[src/rtl/csp_pkg.sv]
// Package of shared constants, register codes and types for the cell sum pooling block.
`timescale 1ns / 1ps

package csp_pkg;

  // Size limits of the block.
  localparam int MAX_CELLS_WIDE = 64;
  localparam int SAMPLE_BITS    = 16;
  localparam int MAX_CELL_SIZE  = 16;
  localparam int MAX_CELLS_HIGH = 64;
  localparam int MAX_IMAGE_DIM  = 4096;
  localparam int MAX_CHANNELS   = 16;

  // Field and counter widths.
  localparam int SUM_W     = 24;
  localparam int POS_W     = 6;
  localparam int CHAN_W    = 4;
  localparam int PIX_W     = 12;
  localparam int IDX_W     = PIX_W + 1;
  localparam int CELL_W    = (MAX_CELL_SIZE > 1) ? $clog2(MAX_CELL_SIZE) : 1;
  localparam int ADDR_W    = (MAX_CELLS_WIDE > 1) ? $clog2(MAX_CELLS_WIDE) : 1;
  localparam int AREA_W    = 12;

  // Configuration port widths.
  localparam int CFG_IDX_W  = 3;
  localparam int CFG_DATA_W = 13;

  // Result queue.
  localparam int QUEUE_DEPTH = 4;
  localparam int QPTR_W      = $clog2(QUEUE_DEPTH);
  localparam int QCNT_W      = QPTR_W + 1;

  // Configuration register indexes.
  typedef enum logic [CFG_IDX_W-1:0] {
    REG_CELL_SIZE     = 3'd0,
    REG_CELLS_HIGH    = 3'd1,
    REG_CELLS_WIDE    = 3'd2,
    REG_IMAGE_ROWS    = 3'd3,
    REG_IMAGE_COLS    = 3'd4,
    REG_CHANNEL_COUNT = 3'd5
  } cfg_reg_e;

  // One finished cell.
  typedef struct packed {
    logic signed [SUM_W-1:0] cell_sum;
    logic [POS_W-1:0]        cell_row;
    logic [POS_W-1:0]        cell_col;
    logic [CHAN_W-1:0]       channel;
    logic                    frame_last;
  } result_t;

  // Work carried from the accept cycle into the accumulate stage.
  typedef struct packed {
    logic                    acc_en;
    logic                    first;
    logic                    emit;
    logic [ADDR_W-1:0]       addr;
    logic signed [SUM_W-1:0] sample;
    logic                    fwd;
    logic signed [SUM_W-1:0] fwd_data;
    logic [POS_W-1:0]        cell_row;
    logic [POS_W-1:0]        cell_col;
    logic [CHAN_W-1:0]       channel;
    logic                    frame_last;
  } stage_t;

endpackage

[src/rtl/csp_ram.sv]
// Generic simple dual-port RAM with one write port and one registered read port.
`timescale 1ns / 1ps

module csp_ram #(
  parameter int Width = 8,
  parameter int Depth = 16
) (
  input  logic                           clk_i,
  input  logic                           we_i,
  input  logic [$clog2(Depth > 1 ? Depth : 2)-1:0] waddr_i,
  input  logic [Width-1:0]               wdata_i,
  input  logic [$clog2(Depth > 1 ? Depth : 2)-1:0] raddr_i,
  output logic [Width-1:0]               rdata_o
);

  logic [Width-1:0] mem_q [Depth];
  logic [Width-1:0] rdata_q;

  // Write port.
  always_ff @(posedge clk_i) begin
    if (we_i) begin
      mem_q[waddr_i] <= wdata_i;
    end
  end

  // Registered read port; a same-cycle write is not seen.
  always_ff @(posedge clk_i) begin
    rdata_q <= mem_q[raddr_i];
  end

  assign rdata_o = rdata_q;

endmodule

[src/rtl/cell_sum_pooling_top.sv]
// Top level of the cell sum pooling block: position counters, accumulator line and result queue.
`timescale 1ns / 1ps

// Sums each square cell of every channel plane of a raster-order image and emits
// one result per finished cell. The block takes one sample per clock cycle while the result
// queue has room, with no gaps of its own; the sample that closes a cell is held in the
// accumulate stage register and its result is then written into the result queue. The
// running cell sums live in a 64-entry RAM, one entry per cell column, which is read when a
// sample is taken and written in the following cycle, with a bypass for back-to-back samples
// of the same cell column. A four-entry result queue lets input continue while the consumer
// stalls; input ready drops only when that queue could otherwise overflow. Configuration
// registers are taken at any time but must be written only while no request is in flight.
module cell_sum_pooling_top (
  input  logic                                clk_i,
  input  logic                                rst_ni,
  input  logic                                cfg_valid_i,
  output logic                                cfg_ready_o,
  input  logic [csp_pkg::CFG_IDX_W-1:0]       cfg_index_i,
  input  logic [csp_pkg::CFG_DATA_W-1:0]      cfg_data_i,
  input  logic                                in_valid_i,
  output logic                                in_ready_o,
  input  logic signed [csp_pkg::SAMPLE_BITS-1:0] sample_i,
  output logic                                out_valid_o,
  input  logic                                out_ready_i,
  output logic signed [csp_pkg::SUM_W-1:0]    cell_sum_o,
  output logic [csp_pkg::POS_W-1:0]           cell_row_o,
  output logic [csp_pkg::POS_W-1:0]           cell_col_o,
  output logic [csp_pkg::CHAN_W-1:0]          channel_o,
  output logic                                frame_last_o
);

  import csp_pkg::*;

  // Configuration registers.
  logic [4:0]  cell_size_q;
  logic [6:0]  cells_high_q;
  logic [6:0]  cells_wide_q;
  logic [12:0] image_rows_q;
  logic [12:0] image_cols_q;
  logic [4:0]  channel_count_q;

  // Clamped limits, stored as limit minus one.
  logic [CELL_W-1:0] cs_m1;
  logic [POS_W-1:0]  ch_m1;
  logic [POS_W-1:0]  cw_m1;
  logic [PIX_W-1:0]  rows_m1;
  logic [PIX_W-1:0]  cols_m1;
  logic [CHAN_W-1:0] cc_m1;
  logic [AREA_W-1:0] area_cols;
  logic [AREA_W-1:0] area_rows;

  // Position counters.
  logic [PIX_W-1:0]  pixel_col_q, pixel_col_d;
  logic [PIX_W-1:0]  pixel_row_q, pixel_row_d;
  logic [CHAN_W-1:0] plane_q, plane_d;
  logic [CELL_W-1:0] col_in_cell_q, col_in_cell_d;
  logic [CELL_W-1:0] row_in_cell_q, row_in_cell_d;
  logic [IDX_W-1:0]  cell_col_idx_q, cell_col_idx_d;
  logic [IDX_W-1:0]  cell_row_idx_q, cell_row_idx_d;

  // Accept-cycle decode.
  logic                    in_fire;
  logic                    col_in;
  logic                    row_in;
  logic                    acc_en;
  logic                    cell_end;
  logic [ADDR_W-1:0]       acc_addr;
  stage_t                  stage_d;

  // Accumulate stage.
  logic                    s1_valid_q;
  stage_t                  s1_q;
  logic signed [SUM_W-1:0] ram_rdata;
  logic signed [SUM_W-1:0] acc_base;
  logic signed [SUM_W-1:0] acc_sum;
  logic                    ram_we;
  logic                    push;

  // Result queue.
  result_t                 queue_q [QUEUE_DEPTH];
  logic [QPTR_W-1:0]       wr_ptr_q;
  logic [QPTR_W-1:0]       rd_ptr_q;
  logic [QCNT_W-1:0]       count_q;
  logic                    pop;
  result_t                 head;

  // Configuration writes are always taken.
  assign cfg_ready_o = 1'b1;

  always_ff @(posedge clk_i or negedge rst_ni) begin
    if (!rst_ni) begin
      cell_size_q     <= 5'd4;
      cells_high_q    <= 7'd1;
      cells_wide_q    <= 7'd1;
      image_rows_q    <= 13'd4;
      image_cols_q    <= 13'd4;
      channel_count_q <= 5'd1;
    end else if (cfg_valid_i) begin
      case (cfg_reg_e'(cfg_index_i))
        REG_CELL_SIZE:     cell_size_q     <= cfg_data_i[4:0];
        REG_CELLS_HIGH:    cells_high_q    <= cfg_data_i[6:0];
        REG_CELLS_WIDE:    cells_wide_q    <= cfg_data_i[6:0];
        REG_IMAGE_ROWS:    image_rows_q    <= cfg_data_i;
        REG_IMAGE_COLS:    image_cols_q    <= cfg_data_i;
        REG_CHANNEL_COUNT: channel_count_q <= cfg_data_i[4:0];
        default: begin
        end
      endcase
    end
  end

  // Clamp each register into its legal range; zero reads as one.
  always_comb begin
    if (cell_size_q == 5'd0) begin
      cs_m1 = '0;
    end else if (cell_size_q > 5'(MAX_CELL_SIZE)) begin
      cs_m1 = CELL_W'(MAX_CELL_SIZE - 1);
    end else begin
      cs_m1 = CELL_W'(cell_size_q - 5'd1);
    end

    if (cells_high_q == 7'd0) begin
      ch_m1 = '0;
    end else if (cells_high_q > 7'(MAX_CELLS_HIGH)) begin
      ch_m1 = POS_W'(MAX_CELLS_HIGH - 1);
    end else begin
      ch_m1 = POS_W'(cells_high_q - 7'd1);
    end

    if (cells_wide_q == 7'd0) begin
      cw_m1 = '0;
    end else if (cells_wide_q > 7'(MAX_CELLS_WIDE)) begin
      cw_m1 = POS_W'(MAX_CELLS_WIDE - 1);
    end else begin
      cw_m1 = POS_W'(cells_wide_q - 7'd1);
    end

    if (image_rows_q == 13'd0) begin
      rows_m1 = '0;
    end else if (image_rows_q > 13'(MAX_IMAGE_DIM)) begin
      rows_m1 = PIX_W'(MAX_IMAGE_DIM - 1);
    end else begin
      rows_m1 = PIX_W'(image_rows_q - 13'd1);
    end

    if (image_cols_q == 13'd0) begin
      cols_m1 = '0;
    end else if (image_cols_q > 13'(MAX_IMAGE_DIM)) begin
      cols_m1 = PIX_W'(MAX_IMAGE_DIM - 1);
    end else begin
      cols_m1 = PIX_W'(image_cols_q - 13'd1);
    end

    if (channel_count_q == 5'd0) begin
      cc_m1 = '0;
    end else if (channel_count_q > 5'(MAX_CHANNELS)) begin
      cc_m1 = CHAN_W'(MAX_CHANNELS - 1);
    end else begin
      cc_m1 = CHAN_W'(channel_count_q - 5'd1);
    end
  end

  // Extent of the covered area in pixels.
  assign area_cols = (AREA_W'(cw_m1) + AREA_W'(1)) * (AREA_W'(cs_m1) + AREA_W'(1));
  assign area_rows = (AREA_W'(ch_m1) + AREA_W'(1)) * (AREA_W'(cs_m1) + AREA_W'(1));

  // Input is taken while the result queue has room for everything in flight.
  assign push       = s1_valid_q && s1_q.emit;
  assign in_ready_o = (count_q + QCNT_W'(push)) < QCNT_W'(QUEUE_DEPTH);
  assign in_fire    = in_valid_i && in_ready_o;

  // Decode the position of the current sample.
  assign col_in   = PIX_W'(pixel_col_q) < PIX_W'(area_cols);
  assign row_in   = PIX_W'(pixel_row_q) < PIX_W'(area_rows);
  assign acc_en   = col_in && row_in && (cell_col_idx_q < IDX_W'(MAX_CELLS_WIDE));
  assign cell_end = (row_in_cell_q >= cs_m1) && (col_in_cell_q >= cs_m1);
  assign acc_addr = cell_col_idx_q[ADDR_W-1:0];

  always_comb begin
    stage_d            = '0;
    stage_d.acc_en     = acc_en;
    stage_d.first      = (row_in_cell_q == '0) && (col_in_cell_q == '0);
    stage_d.emit       = acc_en && cell_end;
    stage_d.addr       = acc_addr;
    stage_d.sample     = SUM_W'(sample_i);
    // Bypass the entry that the accumulate stage writes in this same cycle.
    stage_d.fwd        = ram_we && (s1_q.addr == acc_addr);
    stage_d.fwd_data   = acc_sum;
    stage_d.cell_row   = cell_row_idx_q[POS_W-1:0];
    stage_d.cell_col   = cell_col_idx_q[POS_W-1:0];
    stage_d.channel    = plane_q;
    stage_d.frame_last = (cell_row_idx_q >= IDX_W'(ch_m1)) &&
                         (cell_col_idx_q >= IDX_W'(cw_m1)) &&
                         (plane_q >= cc_m1);
  end

  // Advance the raster counters for the accepted sample.
  always_comb begin
    pixel_col_d    = pixel_col_q;
    pixel_row_d    = pixel_row_q;
    plane_d        = plane_q;
    col_in_cell_d  = col_in_cell_q;
    row_in_cell_d  = row_in_cell_q;
    cell_col_idx_d = cell_col_idx_q;
    cell_row_idx_d = cell_row_idx_q;

    if (col_in) begin
      if (col_in_cell_q >= cs_m1) begin
        col_in_cell_d  = '0;
        cell_col_idx_d = cell_col_idx_q + IDX_W'(1);
      end else begin
        col_in_cell_d = col_in_cell_q + CELL_W'(1);
      end
    end

    if (pixel_col_q >= cols_m1) begin
      pixel_col_d    = '0;
      col_in_cell_d  = '0;
      cell_col_idx_d = '0;
      if (row_in) begin
        if (row_in_cell_q >= cs_m1) begin
          row_in_cell_d  = '0;
          cell_row_idx_d = cell_row_idx_q + IDX_W'(1);
        end else begin
          row_in_cell_d = row_in_cell_q + CELL_W'(1);
        end
      end
      if (pixel_row_q >= rows_m1) begin
        pixel_row_d    = '0;
        row_in_cell_d  = '0;
        cell_row_idx_d = '0;
        plane_d        = (plane_q >= cc_m1) ? '0 : plane_q + CHAN_W'(1);
      end else begin
        pixel_row_d = pixel_row_q + PIX_W'(1);
      end
    end else begin
      pixel_col_d = pixel_col_q + PIX_W'(1);
    end
  end

  always_ff @(posedge clk_i or negedge rst_ni) begin
    if (!rst_ni) begin
      pixel_col_q    <= '0;
      pixel_row_q    <= '0;
      plane_q        <= '0;
      col_in_cell_q  <= '0;
      row_in_cell_q  <= '0;
      cell_col_idx_q <= '0;
      cell_row_idx_q <= '0;
    end else if (in_fire) begin
      pixel_col_q    <= pixel_col_d;
      pixel_row_q    <= pixel_row_d;
      plane_q        <= plane_d;
      col_in_cell_q  <= col_in_cell_d;
      row_in_cell_q  <= row_in_cell_d;
      cell_col_idx_q <= cell_col_idx_d;
      cell_row_idx_q <= cell_row_idx_d;
    end
  end

  // Accumulate stage register.
  always_ff @(posedge clk_i or negedge rst_ni) begin
    if (!rst_ni) begin
      s1_valid_q <= 1'b0;
    end else begin
      s1_valid_q <= in_fire;
    end
  end

  always_ff @(posedge clk_i) begin
    if (in_fire) begin
      s1_q <= stage_d;
    end
  end

  // Line of cell accumulators, one per cell column.
  csp_ram #(
    .Width (SUM_W),
    .Depth (MAX_CELLS_WIDE)
  ) u_acc_ram (
    .clk_i   (clk_i),
    .we_i    (ram_we),
    .waddr_i (s1_q.addr),
    .wdata_i (acc_sum),
    .raddr_i (acc_addr),
    .rdata_o (ram_rdata)
  );

  // The first sample of a cell starts the sum; later ones add to it.
  assign acc_base = s1_q.fwd ? s1_q.fwd_data : ram_rdata;
  assign acc_sum  = s1_q.first ? s1_q.sample : acc_base + s1_q.sample;
  assign ram_we   = s1_valid_q && s1_q.acc_en;

  // Result queue write side.
  always_ff @(posedge clk_i) begin
    if (push) begin
      queue_q[wr_ptr_q] <= '{cell_sum:   acc_sum,
                             cell_row:   s1_q.cell_row,
                             cell_col:   s1_q.cell_col,
                             channel:    s1_q.channel,
                             frame_last: s1_q.frame_last};
    end
  end

  // Result queue pointers and fill count.
  assign pop = out_valid_o && out_ready_i;

  always_ff @(posedge clk_i or negedge rst_ni) begin
    if (!rst_ni) begin
      wr_ptr_q <= '0;
      rd_ptr_q <= '0;
      count_q  <= '0;
    end else begin
      if (push) begin
        wr_ptr_q <= wr_ptr_q + QPTR_W'(1);
      end
      if (pop) begin
        rd_ptr_q <= rd_ptr_q + QPTR_W'(1);
      end
      count_q <= count_q + QCNT_W'(push) - QCNT_W'(pop);
    end
  end

  // Output side shows the oldest queued result.
  assign head         = queue_q[rd_ptr_q];
  assign out_valid_o  = count_q != '0;
  assign cell_sum_o   = head.cell_sum;
  assign cell_row_o   = head.cell_row;
  assign cell_col_o   = head.cell_col;
  assign channel_o    = head.channel;
  assign frame_last_o = head.frame_last;

endmodule
[config.mk]
export PLATFORM = sky130hd
export DESIGN_NAME = cell_sum_pooling_top
export DESIGN_NICKNAME = d
export VERILOG_FILES = /design/src/rtl/csp_pkg.sv /design/src/rtl/csp_ram.sv /design/src/rtl/cell_sum_pooling_top.sv
export SDC_FILE = /design/constraint.sdc
export NUM_CORES = 2
export LEC_CHECK = 0
export BUFFER_PORTS_ARGS = -buffer_cell sky130_fd_sc_hd__buf_4
export CAP_MARGIN = 30
export CORE_UTILIZATION = 25
export CTS_CLUSTER_SIZE = 25
export DETAILED_ROUTE_END_ITERATION = 8
export PLACE_DENSITY = 0.44
export RECOVER_POWER = 25
export SLEW_MARGIN = 20
export SYNTH_ARGS = -nofsm -noshare
export SYNTH_HDL_FRONTEND = slang
export SYNTH_SLANG_ARGS = --single-unit
[constraint.sdc]
create_clock -name clk_i -period 15.45 [get_ports clk_i]
set_input_delay 3.09 -clock clk_i [delete_from_list [all_inputs] [get_ports clk_i]]
set_output_delay 3.09 -clock clk_i [all_outputs]
set_load 0.03 [all_outputs]
# --- Word-level counts from Yosys, hierarchy flattened ---
# Memory sizes are Yosys's and may differ from the RTL's. A register that Yosys moved wholly into a read port is not among the register bits.
# Index checks and enable logic that the tools add are counted.
word_totals:
  ff_bits: 181
  ram_bits: 1700
  output_inout_bits: 44
  word_cells: 146
  mem_count: 2
memory_table:
  columns: ["name", "words", "width", "rd", "rd_ports_with_merged_regs", "wr", "line", "source"]
  rows:
  - ["u_acc_ram.mem_q", 64, 24, 1, 1, 1, "csp_ram.sv:16", "logic [Width-1:0] mem_q [Depth];"]
  - ["queue_q", 4, 41, 1, 0, 1, "cell_sum_pooling_top.sv:80", "result_t queue_q [QUEUE_DEPTH];"]
op_classes:
  addsub: 21
  n_mul: 2
  magnitude_cmp: 17
  eq_ne: 6
  muxes: 33
  n_reduce_logical: 38
ops:
  columns: ["operator", "count"]
  rows:
  - ["two-way mux 13 bit", 6]
  - ["two-way mux 12 bit", 6]
  - ["two-way mux 24 bit", 2]
  - ["two-way mux 4 bit", 11]
  - ["adder 13 x 1 -> 13 bit (second input constant)", 2]
  - ["greater-or-equal comparator 13 x 6 -> 1 bit", 2]
  - ["greater-than comparator 13 bit (second input constant)", 2]
  - ["logical NOT 13 bit", 2]
  - ["adder 12 x 1 -> 12 bit (second input constant)", 2]
  - ["adder 24 x 16 -> 24 bit", 1]
  - ["greater-or-equal comparator 12 bit", 2]
  - ["less-than comparator 12 bit", 2]
  - ["two-way mux 6 bit", 4]
  - ["subtractor 12 x 1 -> 12 bit (second input constant)", 2]
  - ["AND reduction 2 bit", 8]
  - ["adder 6 x 1 -> 7 bit (second input constant)", 2]
  - ["greater-than comparator 7 bit (second input constant)", 2]
  - ["logical NOT 7 bit", 2]
  - ["less-than comparator 13 x 7 -> 1 bit (second input constant)", 1]
  - ["adder 4 x 1 -> 4 bit (second input constant)", 3]
  - ["greater-or-equal comparator 4 bit", 3]
  - ["logical AND 1 bit", 12]
  - ["multiplier 7 x 12 -> 12 bit", 1]
  - ["multiplier 7 x 5 -> 12 bit", 1]
  - ["20 further kinds", 36]

# --- Depth between registers and ports, before layout ---
depth:
  ltp_word: 9
  depth_mapped: 35
  depth_no_buf: 33

# --- Hierarchy ---
# Synthesis repeated with hierarchy kept, for this count alone.
unflattened:
  hier_cells: 4313
  area_unflattened_um2: 79386.1
by_module_without_submodules:
  columns: ["module", "n_inst", "cells_each", "area_each_um2"]
  rows:
  - ["csp_ram", 1, 2610, 59295.6]
  - ["cell_sum_pooling_top", 1, 1703, 20090.5]

# --- Worst setup path after synthesis ---
# OpenSTA, ideal clock, no wires.
synth_path:
  path_kind: "flip-flop to flip-flop"
  from: "register s1_q[41] (netlist name)"
  to: "memory queue_q[0][37] (netlist name), data pin"
  arrival_ns: 7.435
  required_time_ns: 14.380
  path_slack_ns: 6.946
  stages_incl_launch_ff: 12
  cell_sequence: "edfxtp_1 clkbuf_1 clkbuf_1 mux2_2 ha_1 a21o_1 a21o_1 a221o_1 a2111o_1 o21bai_1 o21ai_0 o311ai_0"
synth_via:
  elab_chain_cells: 3
synth_lines:
  columns: ["item", "line", "source"]
  rows:
  - ["start, declared", "cell_sum_pooling_top.sv:72", "stage_t s1_q;"]
  - ["start signal, assigned", "cell_sum_pooling_top.sv:272", "s1_q <= stage_d;"]
  - ["two-way mux 24 bit", "cell_sum_pooling_top.sv:290", "assign acc_base = s1_q.fwd ? s1_q.fwd_data : ram_rdata;"]
  - ["adder 24 x 16 -> 24 bit", "cell_sum_pooling_top.sv:291", "assign acc_sum = s1_q.first ? s1_q.sample : acc_base + s1_q.sample;"]
  - ["two-way mux 24 bit", "cell_sum_pooling_top.sv:291", null]
  - ["named net acc_sum[20]", "cell_sum_pooling_top.sv:75", "logic signed [SUM_W-1:0] acc_sum;"]
  - ["end, declared", "cell_sum_pooling_top.sv:80", null]
# The timed path passes the listed nets, and every way through them passes these cells.

# --- Worst setup path in the final report ---
layout_path:
  from: "register cell_size_q[1]"
  to: "register cell_col_idx_q[9]"
layout_via:
  elab_chain_cells: 8
  word_cells_on_any_way: 12
layout_lines:
  columns: ["item", "line", "source"]
  rows:
  - ["start, declared", "cell_sum_pooling_top.sv:35", "logic [4:0] cell_size_q;"]
  - ["start signal, assigned", "cell_sum_pooling_top.sv:100", "REG_CELL_SIZE: cell_size_q <= cfg_data_i[4:0];"]
  - ["subtractor 4 x 1 -> 4 bit or greater-than comparator 5 bit (tied branches)", "cell_sum_pooling_top.sv:119, cell_sum_pooling_top.sv:116", null]
  - ["two-way mux 4 bit", "cell_sum_pooling_top.sv:116", "end else if (cell_size_q > 5'(MAX_CELL_SIZE)) begin"]
  - ["two-way mux 4 bit (*)", "cell_sum_pooling_top.sv:114", "if (cell_size_q == 5'd0) begin"]
  - ["adder 4 x 1 -> 5 bit", "cell_sum_pooling_top.sv:164", "assign area_cols = (AREA_W'(cw_m1) + AREA_W'(1)) * (AREA_W'(cs_m1) + AREA_W'(1));"]
  - ["multiplier 7 x 12 -> 12 bit", "cell_sum_pooling_top.sv:164", null]
  - ["less-than comparator 12 bit", "cell_sum_pooling_top.sv:173", "assign col_in = PIX_W'(pixel_col_q) < PIX_W'(area_cols);"]
  - ["nonzero test 2 bit (no source line)", null, null]
  - ["AND reduction 3 bit (no source line) (*)", null, null]
  - ["end signal, assigned", "cell_sum_pooling_top.sv:256", "cell_col_idx_q <= cell_col_idx_d;"]
  - ["end, declared", "cell_sum_pooling_top.sv:58", "logic [IDX_W-1:0] cell_col_idx_q, cell_col_idx_d;"]
# Every way passes the cells marked *; elsewhere a longest branch is shown, timed or not.
# A chain may end at the register's enable or synchronous reset.

==> flow_summary.yaml <==
synth:
  synth_ff_type: "edfxtp_1"
  synth_largest_area_cell: "edfxtp_1"
  synth_seq_cells: 1905
  async_reset_ff_frac: 0.06299
  synthesis.area_um2: 79180
  yosys.area.top_type_share: 0.6678
  synth_edf_count: 1761
  seq_area_frac_synth: 0.7119
  synth_area_leaders: "edfxtp_1, mux4_2, dfrtp_1"
  ys_warn_count: 0
  synth_cell_types: 88
  syn_avg_cell_area_um2: 19.36
  synthesis.nets: 4318
  syn_inst: 4090
drt:
  vias_per_cell: 4.603
  ant_nets: 0
  drt_first_pass_iters: 8
  routedWlPerCell_um: 25.41
  vias: 39950
  finalWirelength_um: 220500
  drc_errors: 0
  drtIter0Drc: 3234
floorplan:
  die_w_um: 564.8
  die-height_um: 564.8
  core_um2: 315000
  placementRows: 206
  initial_core_util: 0.2514
  ios: 81
  die-area_um2: 319000
critical_path:
  cpPeakStageDelay_ps: 630
  path_class: "flop to flop"
  cp_max_fo: 11
  worstSetupStartpointType: "flop"
  cp.arrival_ps: 8760
  crit_path_end_kind: "flop"
  cpMostUsedCell: "a21oi_1"
  critPathBufInv: 2
  critPathSlowestCell: "nor2_1"
  path_delay_family: "adder cells"
  worstPathRequired_ps: 16150
global_routing:
  grt_pass1_vias: 41630
  grt_max_degree: 104
  grt_antenna_before_repair: 10
  grt_remaining_overflow: 0
  grt_pass1_wl_um: 314700
  track_usage: 0.1373
power:
  swShare: 0.3450
  switching_power_mw: 6.426
  p_per_area_nw_per_um2: 201.6
  combinationalPowerShare: 0.356
  p_int_mw: 12.20
  power_frac_seq: 0.394
  p_leak_nw: 29.79
  clkPwrFrac: 0.250
  vdd_drop_max_v: 0.0001341
hold_path:
  hold_class: "flop to flop"
outcome:
  status: "complete, but fails checks"
  failed_checks: "capacitance limit, slew limit"
clock_network:
  h-tree-depth: 4
  clock-sinks: 1905
  cts_buffers: 208
  cts_tree: "done"
  clkTransAtPathRegs_ps: 60
  cts_hold_buf: 0
  cts_max_path_buffers: 4
  clock_tree.root_cell: "clkbuf_16"
  cts_resized: 0
  clk_latency_ps: 870
  post_cts_buffers: 0
sta:
  hold_ws_ps: 462.1
  tightest_slew_ps: 2901
  final.min_clock_period_ps: 8057
  skew_ps: 73.99
  hold_violations: 0
  relSlewSlack: -0.9343
  timing.final.crit_share: 0.5215
  setup_viol: 0
  max_freq_ghz: 0.1241
  rsz0062_at_grt: "no"
  setup-tns-final_ps: 0
  drv_slew: 1096
layout:
  layout-drive-gt1-share: 0.2596
  syn2layout_area_growth_pct: 16.68
  final_nets: 4588
  final_core_utilization: 0.2933
  fillers: 30920
place:
  place_congestion: 0.7762
  port_buffers: 79
  post-dp-hpwl_um: 128200
job:
  maxCapViolCount: 41
[metal layers]
metal | global-route usage | routed length (um) | vias to the layer above
li1 | - | - | 17170
met1 | 0.1847 | 96790 | 21640
met2 | 0.2345 | 109800 | 862
met3 | 0.01697 | 8865 | 283
met4 | 0.03320 | 5125 | 0
met5 | 0 | 0 | -
[layout make-up]
| class | instances | area (um^2) | share of cell area |
|---|---|---|---|
| flip-flops and latches | 1905 | 56380 | 0.6102 |
| multi-input cells | 1872 | 22210 | 0.2404 |
| clock buffers | 265 | 5460 | 0.05910 |
| well taps | 4160 | 5205 | 0.05633 |
| repair buffers | 238 | 1877 | 0.02031 |
| clock inverters | 100 | 743.2 | 0.008044 |
| inverters | 135 | 519.2 | 0.005620 |
| diodes | 3 | 7.507 | 0.00008125 |
[metrics by stage]
| stage | instances | total power [mW] | area [um^2] | worst slack (ps) |
|---|---|---|---|---|
| after global placement | 8288 | 14.08 | 86040 | 7548 |
| after global routing | 8676 | 19.62 | 92390 | 6751 |
| after floorplan | 4090 | 11.73 | 79180 | 6946 |
| after CTS | 8671 | 18.95 | 92640 | 7447 |
| after detailed placement | 8306 | 14.24 | 86440 | 7465 |
| final | 8678 | 18.63 | 92390 | 7393 |
[worst reg2reg max path: cells and delay by family, from the launching register on]
kind                       cells  cell delay, ps
adders and majority gates      7            2910
DFF                            1             430
AOI/OAI and AO/OA              9            1690
and+or+nand+nor               10            2740
buffers and inverters          2             140
[registers in the layout, indices dropped and copies added (netlist names)]
register,cells
cell_col_idx_q,13
cell_row_idx_q,13
cell_size_q,5
cells_high_q,7
cells_wide_q,7
channel_count_q,5
col_in_cell_q,4
count_q,3
image_cols_q,13
image_rows_q,13
pixel_col_q,12
pixel_row_q,12
plane_q,4
queue_q,164
rd_ptr_q,2
row_in_cell_q,4
s1_q,61
s1_valid_q,1
u_acc_ram.mem_q,1536
u_acc_ram.rdata_o,24
wr_ptr_q,2
[power groups by stage]
stage | sequential (mW) | combinational [mW] | clock [mW]
after floorplan | 7.44 | 4.28 | 0
after CTS | 7.35 | 6.80 | 4.80
after global routing | 7.37 | 7.27 | 4.98
after detailed placement | 7.45 | 6.78 | 0
after global placement | 7.45 | 6.63 | 0
final | 7.33 | 6.64 | 4.65
[cells by family after synthesis]
group	count (synthesis)	synth area share
AOI/OAI and AO/OA	383	0.03274
xor gates and xnor gates	80	0.008849
adders and majority gates	195	0.03362
buffers and inverters	313	0.01572
DFF	1905	0.7119
muxes	592	0.1582
other	1	0.00004736
and+or+nand+nor	621	0.03897
[cell usage in the layout (no fill, tap or decap), types with 23 or more instances in the layout]
cell | Yosys | layout
edfxtp_1 | 1761 | 1761
mux4_2 | 521 | 521
clkbuf_16 | 0 | 209
nand2_1 | 180 | 180
buf_4 | 1 | 161
ha_1 | 160 | 160
inv_1 | 134 | 132
nor2_1 | 167 | 112
dfrtp_1 | 114 | 111
clkbuf_1 | 111 | 102
a21oi_1 | 78 | 77
o21ai_0 | 88 | 73
mux2_2 | 63 | 62
nor2_4 | 0 | 54
xnor2_1 | 50 | 49
a21o_1 | 47 | 47
clkinv_1 | 0 | 44
nor2b_1 | 41 | 41
nand3_1 | 40 | 39
nand2b_1 | 33 | 33
clkinv_2 | 0 | 32
a31oi_1 | 31 | 31
fa_1 | 31 | 31
xor2_1 | 30 | 30
a211oi_1 | 30 | 28
nor3_1 | 24 | 24
dfxtp_1 | 24 | 24
and3_1 | 27 | 23
[final timing paths]
kind / endpoint / slack (ps) / depth (start not counted) / startpoint
max reg2reg: cell_col_idx_q[9]$_DFFE_PN0P_ / 7390 / 28 / cell_size_q[1]$_DFFE_PN0P_
max: cell_col_idx_q[9]$_DFFE_PN0P_ / 7390 / 28 / cell_size_q[1]$_DFFE_PN0P_
min: queue_q[3][13]$_DFFE_PP_ / 460 / 0 / s1_q[13]$_DFFE_PP_
max in group asynchronous: cell_row_idx_q[3]$_DFFE_PN0P_ / 11970 / 2 / rst_ni
min reg2reg: queue_q[3][13]$_DFFE_PP_ / 460 / 0 / s1_q[13]$_DFFE_PP_
min in group asynchronous: image_cols_q[11]$_DFFE_PN0P_ / 2300 / 1 / rst_ni
[cell usage after synthesis, types with 37 or more instances]
| master | number |
|---|---|
| buf_2 | 37 |
| mux2_2 | 63 |
| a21o_1 | 47 |
| o21ai_0 | 88 |
| inv_1 | 134 |
| ha_1 | 160 |
| a21oi_1 | 78 |
| nor2_1 | 167 |
| mux4_2 | 521 |
| clkbuf_1 | 111 |
| nor2b_1 | 41 |
| nand2_1 | 180 |
| xnor2_1 | 50 |
| edfxtp_1 | 1761 |
| dfrtp_1 | 114 |
| nand3_1 | 40 |
(Power assumes the default switching activity.)
